## src/hw/rtl/mdhfk_pkg.sv

```systemverilog
// Shared types, constants and tables for the MDH forward kinematics core.
// No dependencies; used by the front, queue, back and top modules.
package mdhfk_pkg;

	localparam int NUM_JOINTS_DEF = 6;
	localparam int FRAC_BITS_DEF  = 16;
	localparam int CORDIC_STEPS   = 28;
	localparam logic signed [33:0] CORDIC_GAIN = 34'sd652032874;
	localparam int TRIG_W = 33;
	localparam int MAC_COUNT = 48;

	typedef enum logic [1:0] {
		REG_BASE_HEIGHT = 2'd0,
		REG_LINK_THREE  = 2'd1,
		REG_LINK_FIVE   = 2'd2,
		REG_LINK_SIX    = 2'd3
	} reg_idx_t;

	typedef enum logic [2:0] {
		BK_IDLE,
		BK_ROT,
		BK_TRIG,
		BK_MAC,
		BK_DONE
	} bk_state_t;

	// one classified joint word handed from front to back
	typedef struct packed {
		logic              last;
		logic [2:0]        joint;
		logic [1:0]        quad;
		logic signed [13:0] resid;
	} jnt_word_t;

	function automatic logic [15:0] joint_offset(input logic [2:0] j);
		logic [15:0] v;
		case (j)
			3'd0: v = 16'd16384;
			3'd1: v = 16'd49152;
			3'd3: v = 16'd16384;
			3'd5: v = 16'd16384;
			default: v = 16'd0;
		endcase
		return v;
	endfunction

	function automatic logic cos_alpha(input logic [2:0] j);
		return (j == 3'd0) || (j == 3'd2) || (j == 3'd3);
	endfunction

	function automatic logic sin_alpha_pos(input logic [2:0] j);
		return (j == 3'd1) || (j == 3'd5);
	endfunction

	function automatic logic sin_alpha_neg(input logic [2:0] j);
		return (j == 3'd4);
	endfunction

	function automatic logic signed [32:0] cordic_atan(input logic [4:0] i);
		logic signed [32:0] v;
		case (i)
			5'd0:  v = 33'sd536870912;
			5'd1:  v = 33'sd316933406;
			5'd2:  v = 33'sd167458907;
			5'd3:  v = 33'sd85004756;
			5'd4:  v = 33'sd42667331;
			5'd5:  v = 33'sd21354465;
			5'd6:  v = 33'sd10679838;
			5'd7:  v = 33'sd5340245;
			5'd8:  v = 33'sd2670163;
			5'd9:  v = 33'sd1335087;
			5'd10: v = 33'sd667544;
			5'd11: v = 33'sd333772;
			5'd12: v = 33'sd166886;
			5'd13: v = 33'sd83443;
			5'd14: v = 33'sd41722;
			5'd15: v = 33'sd20861;
			5'd16: v = 33'sd10430;
			5'd17: v = 33'sd5215;
			5'd18: v = 33'sd2608;
			5'd19: v = 33'sd1304;
			5'd20: v = 33'sd652;
			5'd21: v = 33'sd326;
			5'd22: v = 33'sd163;
			5'd23: v = 33'sd81;
			5'd24: v = 33'sd41;
			5'd25: v = 33'sd20;
			5'd26: v = 33'sd10;
			5'd27: v = 33'sd5;
			default: v = 33'sd0;
		endcase
		return v;
	endfunction

endpackage

```

## src/hw/rtl/mdhfk_queue.sv

```systemverilog
// Two-entry queue of classified joint words between front and back.
// Depends on mdhfk_pkg.
module mdhfk_queue (
	input  logic                  clk,
	input  logic                  arst_n,
	input  logic                  push,
	input  mdhfk_pkg::jnt_word_t  push_word,
	output logic                  full,
	input  logic                  pop,
	output logic                  empty,
	output mdhfk_pkg::jnt_word_t  head
);
	import mdhfk_pkg::*;

	jnt_word_t  mem_q [2];
	logic       wr_q;
	logic       rd_q;
	logic [1:0] cnt_q;

	assign full  = (cnt_q == 2'd2);
	assign empty = (cnt_q == 2'd0);
	assign head  = mem_q[rd_q];

	always_ff @(posedge clk) begin
		if (push) begin
			mem_q[wr_q] <= push_word;
		end
	end

	always_ff @(posedge clk or negedge arst_n) begin
		if (!arst_n) begin
			wr_q  <= 1'b0;
			rd_q  <= 1'b0;
			cnt_q <= 2'd0;
		end else begin
			if (push) begin
				wr_q <= !wr_q;
			end
			if (pop) begin
				rd_q <= !rd_q;
			end
			cnt_q <= cnt_q + {1'b0, push} - {1'b0, pop};
		end
	end

endmodule

```

## config.mk

```make
export PLATFORM = sky130hd
export DESIGN_NAME = mdhfk_queue
export DESIGN_NICKNAME = d
export VERILOG_FILES = /design/src/hw/rtl/mdhfk_pkg.sv /design/src/hw/rtl/mdhfk_queue.sv
export SDC_FILE = /design/constraint.sdc
export NUM_CORES = 1
export LEC_CHECK = 0
export BUFFER_PORTS_ARGS = -buffer_cell sky130_fd_sc_hd__buf_2
export CAP_MARGIN = 10
export CORE_MARGIN = 2
export CORE_UTILIZATION = 45
export CTS_BUF_LIST = sky130_fd_sc_hd__clkbuf_4 sky130_fd_sc_hd__clkbuf_8
export CTS_CLUSTER_SIZE = 40
export DETAILED_ROUTE_END_ITERATION = 6
export PLACE_DENSITY = 0.67
export SETUP_SLACK_MARGIN = 0.15
export SKIP_CTS_REPAIR_TIMING = 1
export SLEW_MARGIN = 15
export SYNTH_ARGS = -nofsm -noshare
export SYNTH_HDL_FRONTEND = slang
export SYNTH_SLANG_ARGS = --single-unit
```

## constraint.sdc

```tcl
create_clock -name clk -period 1.91 [get_ports clk]
set_input_delay 0.2865 -clock clk [delete_from_list [all_inputs] [get_ports clk]]
set_output_delay 0.2865 -clock clk [all_outputs]
set_load 0.01 [all_outputs]
```

### Yosys cells after proc, flatten, opt, wreduce, memory -nomap -nowiden

Memories as Yosys holds them, arrays and structs flattened.
Index checks and enable logic that the tools add are counted.

* bits in registers: 4
* RAM bits: 40
* input port bits: 24
* logic and storage cells: 12
* memories kept: 1

Memory list
* mem_q: words 2, width 20, rd ports 1, clocked after Yosys merged registers in 0, write ports 1, line mdhfk_queue.sv:15 `jnt_word_t mem_q [2];`

* add/subtract/negate cells: 2
* equality and inequality tests: 1
* multiplexer cells: 2
* reductions and logical operators: 3

Operators by type and width (count)
* $add 2x1->2: 1
* $eq 2x2->1 const B: 1
* $logic_not 1->1: 2
* $logic_not 2->1: 1
* $mux 1: 2
* $sub 2x1->2: 1

### Logic depth before layout (Yosys ltp)

* word-level depth: 2
* gate-level depth with buffers: 5
* depth with buffers taken out: 5

### Worst setup path after synthesis

Ideal clock, no wire load.

* kind: register to register
* start point: register wr_q
* end point: memory mem_q[0][0] (netlist bit), enable pin
* setup time: 0.399 ns
* arrival time: 1.315 ns
* data required time: 1.511 ns
* path slack: 0.196 ns
* stages on the path, launching flop included: 2
* buffers on the path: 0
* period minus slack after synthesis: 1.714 ns
* cells stage by stage: dfrtp_1 -> nor2b_1

RTL lines
* start, declared: line mdhfk_queue.sv:16 `logic wr_q;`
* start signal, assigned: line mdhfk_queue.sv:37 `wr_q <= !wr_q;`
* end, declared: line mdhfk_queue.sv:15

No word-level cell before the write port.

==> reports/metrics.yaml <==
setup_path:
  cp_slowest_cell: "mux2_2"
  cpPeakStageDelay_ns: 0.37
  crit_fanout: 21
  crit_type: "flip-flop to primary output"
  end_kind: "primary output"
  arrival_ns: 1.41
  critPathRequiredTime_ns: 1.62
  cp-start-kind: "flip-flop"
  cp_cell_sequence: "buf_8, mux2_2, buf_2"
global_routing:
  first_global_vias: 804
  grt_antenna_before_repair: 0
  grt_pass1_wl_mm: 3.57
  grt_util_all_layers_pct: 12.1
  grt_start_max_net_pins: 22
  grt_overflow: 0
logic_synthesis:
  yosysSeqAreaShare_pct: 75.8
  syn_nets: 103
  synth.cell_area_sq_um: 1720
  synth_cell_types: 12
  synth_top_family_by_area: "multiplexers"
  syn_inst: 77
  ys.warnings.count: 0
  synth-seq-cells: 44
  yosys.area_share.simple_pct: 1.31
  synth_mux_area_share_pct: 17.3
  synth_fa_ha_area_share_pct: 1.46
  synth.avg_cell_area_sq_um: 22.3
  synth_xor_area_share_pct: 2.41
  synth_compound_gate_area_share_pct: 0
placement:
  place_hpwl_mm: 1.80
  placed_cell_area_sq_um: 2020
  place.gp.congestion: 0.595
  port_buffers: 45
power_and_ir_drop:
  intPower_mw: 2.29
  powerDensity_nw_per_um2: 1440
  clkPwrFrac_pct: 23.0
  p_leak_nw: 0.914
  comb_power_share_pct: 33.3
  power.share.switching_pct: 26.6
  seqPwrFrac_pct: 43.7
  switchingPower_uw: 828
  ir_worst_vdd_v: 0.00101
clock_network:
  cts_root_buffer: "clkbuf_8"
  clk_pin_slew_worst_paths_ns: 0.08
  cts_max_level: 2
  clk_latency_ns: 0.29
  cts_buffer_depth: 2
  cts_tree: "yes"
  numCtsBuffers: 5
  clock-sinks: 44
layout:
  antennaDiodeCount: 0
  final_common_cell: "buf_2"
  layout.nets: 159
  final_cell_mix: "45 x buf_2, 40 x edfxtp_1, 19 x mux2_4, 6 x clkbuf_8"
  fill_cells: 294
  final_area_sq_um: 2160
  drive_gt1_share_pct: 59.0
  area_growth_pct: 25.7
timing:
  timing.fmax_ghz: 0.589
  skew_ns: 0.00353
  hold_violations: 0
  worst_pin_slew_ns: 0.364
  rsz0062_at_grt: "false"
  setup_tns_ns: 0
  hold-worst-slack_ns: 0.179
  maxSlewHeadroom_pct: 75.6
  finalMaxSlewViolations: 0
  finalSetupViolCount: 0
  finalCritPeriodShare_pct: 88.9
  period_needed_ns: 1.70
die:
  io_pins: 46
  die_h_microns: 65.8
  core_area_sq_um: 3660
  die-area_sq_um: 4330
  fp.dieW_microns: 65.8
  placementRows: 22
  start_util_pct: 46.9
flow_run:
  cap_violations: 0
outcome:
  status: "complete, no violations"
route:
  drtIter0Drc: 21
  via_count: 839
  drt_first_pass_iters: 4
  wirelength_mm: 2.44
  via_per_inst: 4.61
  wl_per_cell_microns: 13.4
  drc_errors: 0
  final_antenna_net_count: 0
min_path:
  hp-class: "input port to flip-flop"
kinds of logic after synthesis:
kind of cell / Yosys count
muxes: 20
xor gates and xnor gates: 3
adders and majority gates: 2
buffers and inverters: 4
and+or+nand+nor: 4
DFF: 44
worst paths after layout:
check | start | end | slack [ns] | cells after the start
worst min register to register | wr_q | wr_q | 0.51 | 1
min in group asynchronous | arst_n | rd_q | 0.32 | 2
worst min-delay path | push_word[19] | mem_q[0][19] | 0.18 | 1
worst max-delay path | rd_q | head[19] | 0.21 | 3
max in group asynchronous | arst_n | wr_q | 1.47 | 2
worst max register to register | cnt_q[0] | cnt_q[1] | 0.52 | 5
cells in the mapped netlist (all sizes together):
| cell type | number | area (sq um) |
|---|---|---|
| dfrtp | 4 | 100 |
| ha | 2 | 25.0 |
| nor2b | 2 | 12.5 |
| xor3 | 1 | 23.8 |
| nor2 | 1 | 3.75 |
| xor2 | 2 | 17.5 |
| buf | 2 | 22.5 |
| mux2 | 20 | 297 |
| inv | 2 | 7.51 |
| and2 | 1 | 6.26 |
| edfxtp | 40 | 1200 |
critical path: cells and delay by family, from the launching register on:
family                 cells  cell delay, ns
buffers and inverters      2            0.38
muxes                      1            0.37
DFF                        1            0.36
layout make-up:
class	count	area [sq um]	share of cell area, %
Sequential cell	44	1300	60.3
Multi-Input combinational cell	29	388	18.0
Timing Repair Buffer	51	280	13.0
Clock buffer	6	82.6	3.83
Tap cell	48	60.1	2.78
Clock inverter	2	38.8	1.80
Inverter	2	7.51	0.348
registers in the layout (all words and copies together) (netlist names):
| register | count |
|---|---|
| wr_q | 1 |
| rd_q | 1 |
| cnt_q | 2 |
| mem_q | 40 |
per-stage QoR:
stage / utilization, % / instances / setup slack [ns] / total power, mW
floorplan: - / 77 / 0.196 / 2.11
global route: 59.0 / 182 / 0.162 / 3.27
detailed placement: 55.2 / 173 / 0.410 / 2.43
CTS: 58.5 / 181 / 0.0760 / 3.15
global placement: 55.2 / 173 / 0.449 / 2.39
finish: 59.0 / 182 / 0.212 / 3.11
per-layer routing:
layer / vias to the layer above / part of all wire [%] / global-route usage [%]
li1: 403 / - / -
met1: 409 / 39 / 12.5
met2: 22 / 54 / 20.7
met3: 5 / 4.9 / 5.31
met4: 0 / 1.9 / 6.25
met5: - / 0 / 0
power by group through the flow:
stage / Combinational [mW] / Sequential, mW / Clock [mW]
after CTS: 1.05 / 1.36 / 0.740
after global placement: 1.03 / 1.36 / 0
after floorplan: 0.735 / 1.37 / 0
final: 1.04 / 1.36 / 0.717
after detailed placement: 1.05 / 1.38 / 0
after global routing: 1.11 / 1.38 / 0.779
Power figures use the tool's default switching activity.
