## src/hw/rtl/mdhfk_pkg.sv

```systemverilog
// Shared types, constants and tables for the MDH forward kinematics core.
// No dependencies; used by the front, queue, back and top modules.
package mdhfk_pkg;

	localparam int NUM_JOINTS_DEF = 6;
	localparam int FRAC_BITS_DEF  = 16;
	localparam int CORDIC_STEPS   = 28;
	localparam logic signed [33:0] CORDIC_GAIN = 34'sd652032874;
	localparam int TRIG_W = 33;
	localparam int MAC_COUNT = 48;

	typedef enum logic [1:0] {
		REG_BASE_HEIGHT = 2'd0,
		REG_LINK_THREE  = 2'd1,
		REG_LINK_FIVE   = 2'd2,
		REG_LINK_SIX    = 2'd3
	} reg_idx_t;

	typedef enum logic [2:0] {
		BK_IDLE,
		BK_ROT,
		BK_TRIG,
		BK_MAC,
		BK_DONE
	} bk_state_t;

	// one classified joint word handed from front to back
	typedef struct packed {
		logic              last;
		logic [2:0]        joint;
		logic [1:0]        quad;
		logic signed [13:0] resid;
	} jnt_word_t;

	function automatic logic [15:0] joint_offset(input logic [2:0] j);
		logic [15:0] v;
		case (j)
			3'd0: v = 16'd16384;
			3'd1: v = 16'd49152;
			3'd3: v = 16'd16384;
			3'd5: v = 16'd16384;
			default: v = 16'd0;
		endcase
		return v;
	endfunction

	function automatic logic cos_alpha(input logic [2:0] j);
		return (j == 3'd0) || (j == 3'd2) || (j == 3'd3);
	endfunction

	function automatic logic sin_alpha_pos(input logic [2:0] j);
		return (j == 3'd1) || (j == 3'd5);
	endfunction

	function automatic logic sin_alpha_neg(input logic [2:0] j);
		return (j == 3'd4);
	endfunction

	function automatic logic signed [32:0] cordic_atan(input logic [4:0] i);
		logic signed [32:0] v;
		case (i)
			5'd0:  v = 33'sd536870912;
			5'd1:  v = 33'sd316933406;
			5'd2:  v = 33'sd167458907;
			5'd3:  v = 33'sd85004756;
			5'd4:  v = 33'sd42667331;
			5'd5:  v = 33'sd21354465;
			5'd6:  v = 33'sd10679838;
			5'd7:  v = 33'sd5340245;
			5'd8:  v = 33'sd2670163;
			5'd9:  v = 33'sd1335087;
			5'd10: v = 33'sd667544;
			5'd11: v = 33'sd333772;
			5'd12: v = 33'sd166886;
			5'd13: v = 33'sd83443;
			5'd14: v = 33'sd41722;
			5'd15: v = 33'sd20861;
			5'd16: v = 33'sd10430;
			5'd17: v = 33'sd5215;
			5'd18: v = 33'sd2608;
			5'd19: v = 33'sd1304;
			5'd20: v = 33'sd652;
			5'd21: v = 33'sd326;
			5'd22: v = 33'sd163;
			5'd23: v = 33'sd81;
			5'd24: v = 33'sd41;
			5'd25: v = 33'sd20;
			5'd26: v = 33'sd10;
			5'd27: v = 33'sd5;
			default: v = 33'sd0;
		endcase
		return v;
	endfunction

endpackage

```

## src/hw/rtl/mdhfk_front.sv

```systemverilog
// Front end: accepts joint angles, tracks the joint count, adds the joint offset
// and splits the angle into quadrant and residual. Depends on mdhfk_pkg.
module mdhfk_front #(
	parameter int NUM_JOINTS = mdhfk_pkg::NUM_JOINTS_DEF
) (
	input  logic                  clk,
	input  logic                  arst_n,
	input  logic                  joint_valid,
	output logic                  joint_ready,
	input  logic [15:0]           joint_angle,
	input  logic                  q_full,
	output logic                  q_push,
	output mdhfk_pkg::jnt_word_t  q_word
);
	import mdhfk_pkg::*;

	logic [2:0]  joint_q;
	logic [2:0]  jnt;
	logic [15:0] ang;
	logic [15:0] ang_rnd;
	logic [15:0] resid;
	logic        last;

	// out-of-range count acts as joint 0
	assign jnt     = (32'(joint_q) >= NUM_JOINTS) ? 3'd0 : joint_q;
	assign last    = (32'(jnt) + 1) >= NUM_JOINTS;
	assign ang     = joint_angle + joint_offset(jnt);
	assign ang_rnd = ang + 16'd8192;
	assign resid   = ang - {ang_rnd[15:14], 14'd0};

	assign joint_ready  = !q_full;
	assign q_push       = joint_valid && !q_full;
	assign q_word.last  = last;
	assign q_word.joint = jnt;
	assign q_word.quad  = ang_rnd[15:14];
	assign q_word.resid = resid[13:0];

	always_ff @(posedge clk or negedge arst_n) begin
		if (!arst_n) begin
			joint_q <= 3'd0;
		end else if (q_push) begin
			joint_q <= last ? 3'd0 : jnt + 3'd1;
		end
	end

endmodule

```

## config.mk

```make
export PLATFORM = sky130hd
export DESIGN_NAME = mdhfk_front
export DESIGN_NICKNAME = d
export VERILOG_FILES = /design/src/hw/rtl/mdhfk_pkg.sv /design/src/hw/rtl/mdhfk_front.sv
export SDC_FILE = /design/constraint.sdc
export NUM_CORES = 1
export LEC_CHECK = 0
export ABC_CLOCK_PERIOD_IN_PS = 6200
export BUFFER_PORTS_ARGS = -buffer_cell sky130_fd_sc_hd__buf_2
export CAP_MARGIN = 25
export CORE_AREA = 2 2 39 41
export DETAILED_ROUTE_END_ITERATION = 16
export DIE_AREA = 0 0 41 43
export PLACE_DENSITY = 0.84
export RECOVER_POWER = 50
export SLEW_MARGIN = 20
export SYNTH_ARGS = -nofsm -noshare
export SYNTH_HDL_FRONTEND = slang
export SYNTH_SLANG_ARGS = --single-unit
```

## constraint.sdc

```tcl
create_clock -name clk -period 6.2 [get_ports clk]
set_input_delay 0.93 -clock clk [delete_from_list [all_inputs] [get_ports clk]]
set_output_delay 0.93 -clock clk [all_outputs]
set_load 0.02 [all_outputs]
```

# Word level (Yosys, flattened, before mapping)

Index checks and enable logic that the tools add are counted.

Register bits: 3
Input bits: 20
Output and inout port bits: 22
Logic and storage cells: 18

Add/subtract/negate cells: 5
Order comparisons: 2
Equal/unequal tests: 3
Mux-type cells: 3
Reductions and logical operators: 4

Operators by type and width:

| operator               | number |
|---|---|
| $pmux 16 s2            | 1 |
| $add 16x14->16 const B | 1 |
| $add 16x16->16         | 1 |
| $sub 14x1->14 const B  | 1 |
| $mux 3                 | 2 |
| $add 3x1->4 const B    | 1 |
| $ge 4x3->1 const B     | 1 |
| $add 3x1->3 const B    | 1 |
| $eq 3x1->1 const B     | 1 |
| $eq 3x2->1 const B     | 1 |
| $eq 3x3->1 const B     | 1 |
| $ge 3x3->1 const B     | 1 |
| $logic_not 3->1        | 1 |
| $reduce_or 3->1        | 1 |
| $logic_and 1x1->1      | 1 |
| $logic_not 1->1        | 1 |

# Depth between registers and ports, before layout

Gate-level depths: netlist of the first run.

Depth in word-level cells: 7
Gate-level depth with buffers: 9
Depth with buffers taken out: 9

# Worst setup path after synthesis of the first run

OpenSTA, ideal clock, no wires.

Path type: reg2out
From: reg joint_q[2]
To: out q_word[15] (netlist bit)
Arrival: 2.890 ns
Data required time: 5.270 ns
Path slack: 2.380 ns
Cell stages (with the launch flop): 10
Path buffers: 0
Cells stage by stage: dfrtp_1 a21boi_0 ha_1 nor2_1 a21oi_1 ha_1 ha_1 xor2_1 xnor2_1 xnor2_1

RTL lines:

| what                   | RTL line          | RTL |
|---|---|---|
| start, declared        | mdhfk_front.sv:17 | `logic [2:0] joint_q;` |
| start signal, assigned | mdhfk_front.sv:42 | `joint_q <= last ? 3'd0 : jnt + 3'd1;` |
| end, declared          | mdhfk_front.sv:13 | `output mdhfk_pkg::jnt_word_t q_word` |

==> results.json, run 1 <==
{
  "synth-compound-area-share": 0.211,
  "coreArea_um2": 1380,
  "route.detailed.drc": 0,
  "clock_latency_ps": 240,
  "io_pins": 42,
  "crit_start": "joint_q[2]",
  "synth-simple-area-share": 0.175,
  "fin_crit_ps": 3790,
  "final_hold_viol_count": 0,
  "reg_top3": "joint_q (3)",
  "utilization": 0.315,
  "timing.fmax_ghz": 0.264,
  "cts_tree": "done",
  "routed-via-count": 310,
  "drive_gt1_frac": 0.389,
  "gr-total-overflow": 0,
  "syn-mean-instance-area_um2": 8.56,
  "largest_register": "joint_q",
  "start_util": 0.309,
  "rsz0062_at_grt": "no",
  "port_buffers": 15,
  "drt_pre_antenna_iters": 2,
  "area_delta_synth_final_pct": 1.75,
  "grt_max_degree": 9,
  "htreeDepth": 1,
  "yosys.area_share.adder": 0.0877,
  "ys_types": 22,
  "cp_data_required_time_ps": 5270,
  "diodes": 0,
  "tightest_slew_ps": 414,
  "maxCapViolCount": 0,
  "arrival_ps": 2860,
  "root_buffer": "clkbuf_4",
  "routed_wl_um": 730,
  "p_leak_nw": 0.221,
  "power_density_nw_per_um2": 565,
  "clk_pin_slew_worst_paths_ps": 40,
  "crit_type": "reg2out",
  "die_h_um": 43,
  "vdd_drop_max_mv": 0.121,
  "rows": 14,
  "critPathMaxFanout": 7,
  "setup_viol": 0,
  "yosys_warnings": 0,
  "avgViaCountPerCell": 4.43,
  "dieArea_um2": 1760,
  "endpoint_kind": "primary output",
  "cts_setup_buffers": 0,
  "hold_buffers": 0,
  "antenna_found_initial": 0,
  "first_iter_violations": 8,
  "slew_headroom": 0.722,
  "grt_pass1_wl_mm": 1.12,
  "ys_ff_latch": 3,
  "die_w_um": 41,
  "largest_register_ffs": 3,
  "detail_route.wl_per_cell_um": 10.4,
  "nets": 78,
  "final_common_cell": "buf_2",
  "cts_buffers": 3,
  "gp_congestion": 0.756,
  "setup_tns_ps": 0,
  "regArea_um2": 75.1,
  "r2r_start": "joint_q[2]",
  "final_cell_mix": "14 x buf_2, 3 x nor2_1, 3 x ha_1, 3 x clkbuf_4, 3 x dfrtp_1",
  "post_cts_resized": 0,
  "worstSetupStartpointType": "register",
  "outcome": "finished clean",
  "multi_input_area_um2": 229,
  "mappedNetlistArea_um2": 428,
  "clock_sinks": 3,
  "gr-usage-all-layers": 0.0975,
  "finalCritPeriodShare": 0.612,
  "synth_xor_area_frac": 0.0614,
  "synth_top_family_by_area": "buffers and inverters",
  "fillers": 150,
  "syn_inst": 50,
  "synth-seq-area-share": 0.175,
  "cts_buffer_depth": 2,
  "skew_ps": 7.94,
  "syn_nets": 73,
  "hpwl_um": 594,
  "first_global_vias": 270,
  "hold_path.class": "in2async",
  "finalMaxSlewViolations": 0,
  "whs_ps": 492,
  "ant_nets": 0,
  "muxShareOfSynthArea": 0
}
==> path summary, 6_finish.rpt <==
kind                       cells past startpoint         end  slack (ps)
setup reg to reg                               5  joint_q[0]        4180
max in group asynchronous                      1  joint_q[0]        5540
min in group clk                               2  joint_q[0]         560
hold reg to reg                                2  joint_q[0]         560
hold / removal                                 1  joint_q[2]         490
setup / recovery                              10  q_word[15]        2410
==> per-stage QoR <==
stage | instances | power [mW] | cell area [um^2] | setup WS [ps]
final | 70 | 0.246 | 435 | 2410
after global routing | 70 | 0.269 | 435 | 2170
after CTS | 70 | 0.248 | 437 | 2370
after global placement | 66 | 0.208 | 410 | 2700
after floorplan | 50 | 0.190 | 428 | 2380
after detailed placement | 66 | 0.212 | 410 | 2620
==> cells in the mapped netlist (all sizes together) <==
| library cell | count | area (um^2) |
|---|---|---|
| o31ai | 1 | 12.5 |
| nand3b | 1 | 7.51 |
| nor2 | 3 | 11.3 |
| nor3b | 2 | 15.0 |
| xnor2 | 2 | 17.5 |
| a21boi | 2 | 15.0 |
| nor2b | 2 | 12.5 |
| nand2b | 2 | 15.0 |
| a2111oi | 1 | 27.5 |
| buf | 15 | 113 |
| inv | 3 | 11.3 |
| o22ai | 1 | 6.26 |
| ha | 3 | 37.5 |
| xor2 | 1 | 8.76 |
| o21ai | 2 | 10.0 |
| nand2 | 2 | 7.51 |
| a21oi | 2 | 10.0 |
| dfrtp | 3 | 75.1 |
| and2 | 1 | 6.26 |
| a211o | 1 | 8.76 |
==> area by class of cell <==
class	instances	area share
well taps	16	0.0460
inverters	3	0.0259
clock buffers	4	0.0603
multi-input cells	29	0.526
flip-flops and latches	3	0.172
repair buffers	15	0.170
==> logic make-up (layout without fill, tap and decap cells) <==
| family | after synthesis | in the layout |
|---|---|---|
| flip-flops | 3 | 3 |
| AND/OR/NAND/NOR | 13 | 13 |
| buffers and inverters | 18 | 22 |
| AO/OA/AOI/OAI | 10 | 10 |
| adder cells (fa/ha/maj) | 3 | 3 |
| XOR/XNOR | 3 | 3 |
==> routing by layer <==
| layer | vias to the layer above | part of all wire | wire [um] | global-route usage |
|---|---|---|---|---|
| met4 | 0 | 0 | 0 | 0.0667 |
| met1 | 131 | 0.41 | 300 | 0.123 |
| met2 | 16 | 0.45 | 328 | 0.122 |
| met3 | 0 | 0.14 | 100 | 0.0524 |
| li1 | 163 | - | - | - |
| met5 | - | 0 | 0 | 0 |
==> power breakdown <==
| part | internal [mW] | total, mW | switching, mW |
|---|---|---|---|
| Sequential | 0.0279 | 0.0399 | 0.0120 |
| Clock | 0.0242 | 0.0352 | 0.0110 |
| Combinational | 0.0695 | 0.171 | 0.102 |
| Total | 0.122 | 0.246 | 0.125 |
==> critical path: stages, from the launching register on <==
cell      delay (ps)
dfrtp_1          440
a21boi_0         400
ha_1             390
nor2_1           150
a21oi_1          170
ha_1             240
ha_1             190
xor2_1           150
xnor2_1          170
xnor2_1          130
buf_2            180
Power figures use the tool's default switching activity.
==> inputs of run 2 (changes only) <==
--- a/config.mk
+++ b/config.mk
@@ -5,7 +5,7 @@
 export SDC_FILE = /design/constraint.sdc
 export NUM_CORES = 1
 export LEC_CHECK = 0
-export ABC_CLOCK_PERIOD_IN_PS = 6200
+export ABC_CLOCK_PERIOD_IN_PS = 3500
 export BUFFER_PORTS_ARGS = -buffer_cell sky130_fd_sc_hd__buf_2
 export CAP_MARGIN = 25
 export CORE_AREA = 2 2 39 41
==> constraint.sdc (replaced) <==
create_clock -name clk -period 3.5 [get_ports clk]
set_input_delay 0.525 -clock clk [delete_from_list [all_inputs] [get_ports clk]]
set_output_delay 0.525 -clock clk [all_outputs]
set_load 0.02 [all_outputs]
==> run 2 against run 1 <==
Worst setup slack got worse by 2200 ps; clock skew fell by 3.8 ps; final area rose by 0.57%; utilization rose by 0.18 points; sequential power rose by 80%; via count rose by 5.8%; die area did not move; register-to-register slack got worse by 2700 ps; clock power rose by 73%.
==> results.json, run 2 (synthesis gave the netlist of run 1 again) <==
{
  "outcome": "finished clean",
  "cts_buffers": 3,
  "clock_latency_ps": 230,
  "largest_register_ffs": 3,
  "first_iter_violations": 2,
  "nets": 78,
  "diodes": 0,
  "finalCritPeriodShare": 0.953,
  "largest_register": "joint_q",
  "regToRegSetupSlack_ps": 1510,
  "final_common_cell": "buf_2",
  "cp-endpoint": "q_word[15]",
  "start_util": 0.309,
  "hold_path.class": "in2async",
  "finalMaxSlewViolations": 0,
  "ant_nets": 0,
  "regArea_um2": 75.1,
  "fillers": 159,
  "cp_data_required_time_ps": 2970,
  "tightest_slew_ps": 406,
  "worstSetupStartpointType": "register",
  "final_cell_mix": "14 x buf_2, 3 x nor2_1, 3 x clkbuf_4, 3 x dfrtp_1",
  "first_global_vias": 277,
  "dp_slack_ps": 336,
  "endpoint_kind": "primary output",
  "port_buffers": 15,
  "gp_congestion": 0.758,
  "reg_top3": "joint_q (3)",
  "cts_setup_buffers": 0,
  "setup_viol": 0,
  "skew_ps": 4.11,
  "avgViaCountPerCell": 4.69,
  "rsz0062_at_grt": "no",
  "max_stage_delay_ps": 440,
  "htreeDepth": 1,
  "reg2regPathDepth": 5,
  "dieArea_um2": 1760,
  "stdcell_area_um2": 438,
  "met3WireLength_um": 104,
  "whs_ps": 91.2,
  "met2_length_um": 418,
  "crit_start": "joint_q[2]",
  "clock_sinks": 3,
  "cts_tree": "done",
  "arrival_ps": 2810,
  "power_density_nw_per_um2": 1010,
  "routed-via-count": 328,
  "root_buffer": "clkbuf_4",
  "multi_input_area_um2": 231,
  "grt_max_degree": 9,
  "area_delta_synth_final_pct": 2.34,
  "timing.fmax_ghz": 0.300,
  "fin_ws_ps": 165,
  "maxCapViolCount": 0,
  "fin_crit_ps": 3330,
  "crit_type": "reg2out",
  "setup_tns_ps": 0,
  "gr-usage-all-layers": 0.0957,
  "drive_gt1_frac": 0.407,
  "coreArea_um2": 1380,
  "dp_cells": 66,
  "hpwl_um": 677,
  "vdd_drop_max_mv": 0.256,
  "rows": 14,
  "cts_buffer_depth": 2,
  "routed_wl_um": 801,
  "cp_slowest_cell": "dfrtp_1",
  "antenna_found_initial": 0,
  "grt_pass1_wl_mm": 1.09,
  "detail_route.wl_per_cell_um": 11.4,
  "m1WireLength_um": 278,
  "die_w_um": 41,
  "r2r_start": "joint_q[2]",
  "p_leak_nw": 0.219,
  "slew_headroom": 0.727,
  "stdcell_count": 70,
  "reg2reg_to": "joint_q[0]",
  "route.detailed.drc": 0,
  "io_pins": 42,
  "post_dp_cell_area_um2": 410,
  "critPathMaxFanout": 7,
  "clk_pin_slew_worst_paths_ps": 40,
  "final_hold_viol_count": 0,
  "highest_layer": "met3",
  "die_h_um": 43,
  "gr-total-overflow": 0,
  "drt_pre_antenna_iters": 2,
  "crit_path_cell_trace": "a21boi_0 -> ha_2 -> nor2_1 -> a21oi_1 -> ha_1 -> ha_1 -> xor2_1 -> xnor2_1 -> xnor2_1 -> buf_2"
}
run 2: cell counts in the layout (fill, tap and decap cells not counted):
Identical to the previous run, type by type.
run 2: worst min-delay path by stage:
stage | cells past startpoint | slack, ps | endpoint | start
finish | 1 | 90 | joint_q[2] | arst_n
global placement | 1 | 320 | joint_q[0] | arst_n
floorplan | 0 | 230 | joint_q[0] | arst_n
CTS | 1 | 70 | joint_q[2] | arst_n
detailed placement | 1 | 330 | joint_q[0] | arst_n
global route | 1 | 90 | joint_q[2] | arst_n
run 2: cell type report:
class / count / area share
multi-input combinational: 29 / 0.529
sequential: 3 / 0.171
inverter: 3 / 0.0257
clock buffer: 4 / 0.0600
timing repair buffer: 15 / 0.169
tap: 16 / 0.0457
run 2: worst max-delay path, delay by kind of cell, from the launching register on:
kind	cells	cell delay, ps
buf+inv	1	170
simple gates	1	120
xor+xnor	3	440
fa+ha+maj	3	800
flops	1	440
compound gates	2	600
run 2: power breakdown:
part | leakage [nW] | switching, mW | internal (mW) | total (mW)
logic | 0.166 | 0.183 | 0.127 | 0.311
registers | 0.0378 | 0.0224 | 0.0494 | 0.0718
clock network | 0.0150 | 0.0183 | 0.0428 | 0.0610
total | 0.219 | 0.224 | 0.219 | 0.444
run 2: repair_timing:
item                                    4_1_cts  5_1_grt
gates resized for setup                       0        1
endpoints found under the setup margin        0        1
hold buffers                                  0        0
run 2: routing by layer:
layer / GRT usage / vias up
met2: 0.138 / 14
li1: - / 163
met4: 0.0867 / 0
met3: 0.0366 / 0
met1: 0.101 / 151
met5: 0 / -
run 2: through the flow:
step | util | power, mW
final | 0.316 | 0.444
after global routing | 0.316 | 0.480
after CTS | 0.316 | 0.445
after detailed placement | 0.297 | 0.380
after global placement | 0.297 | 0.371
after floorplan | - | 0.336
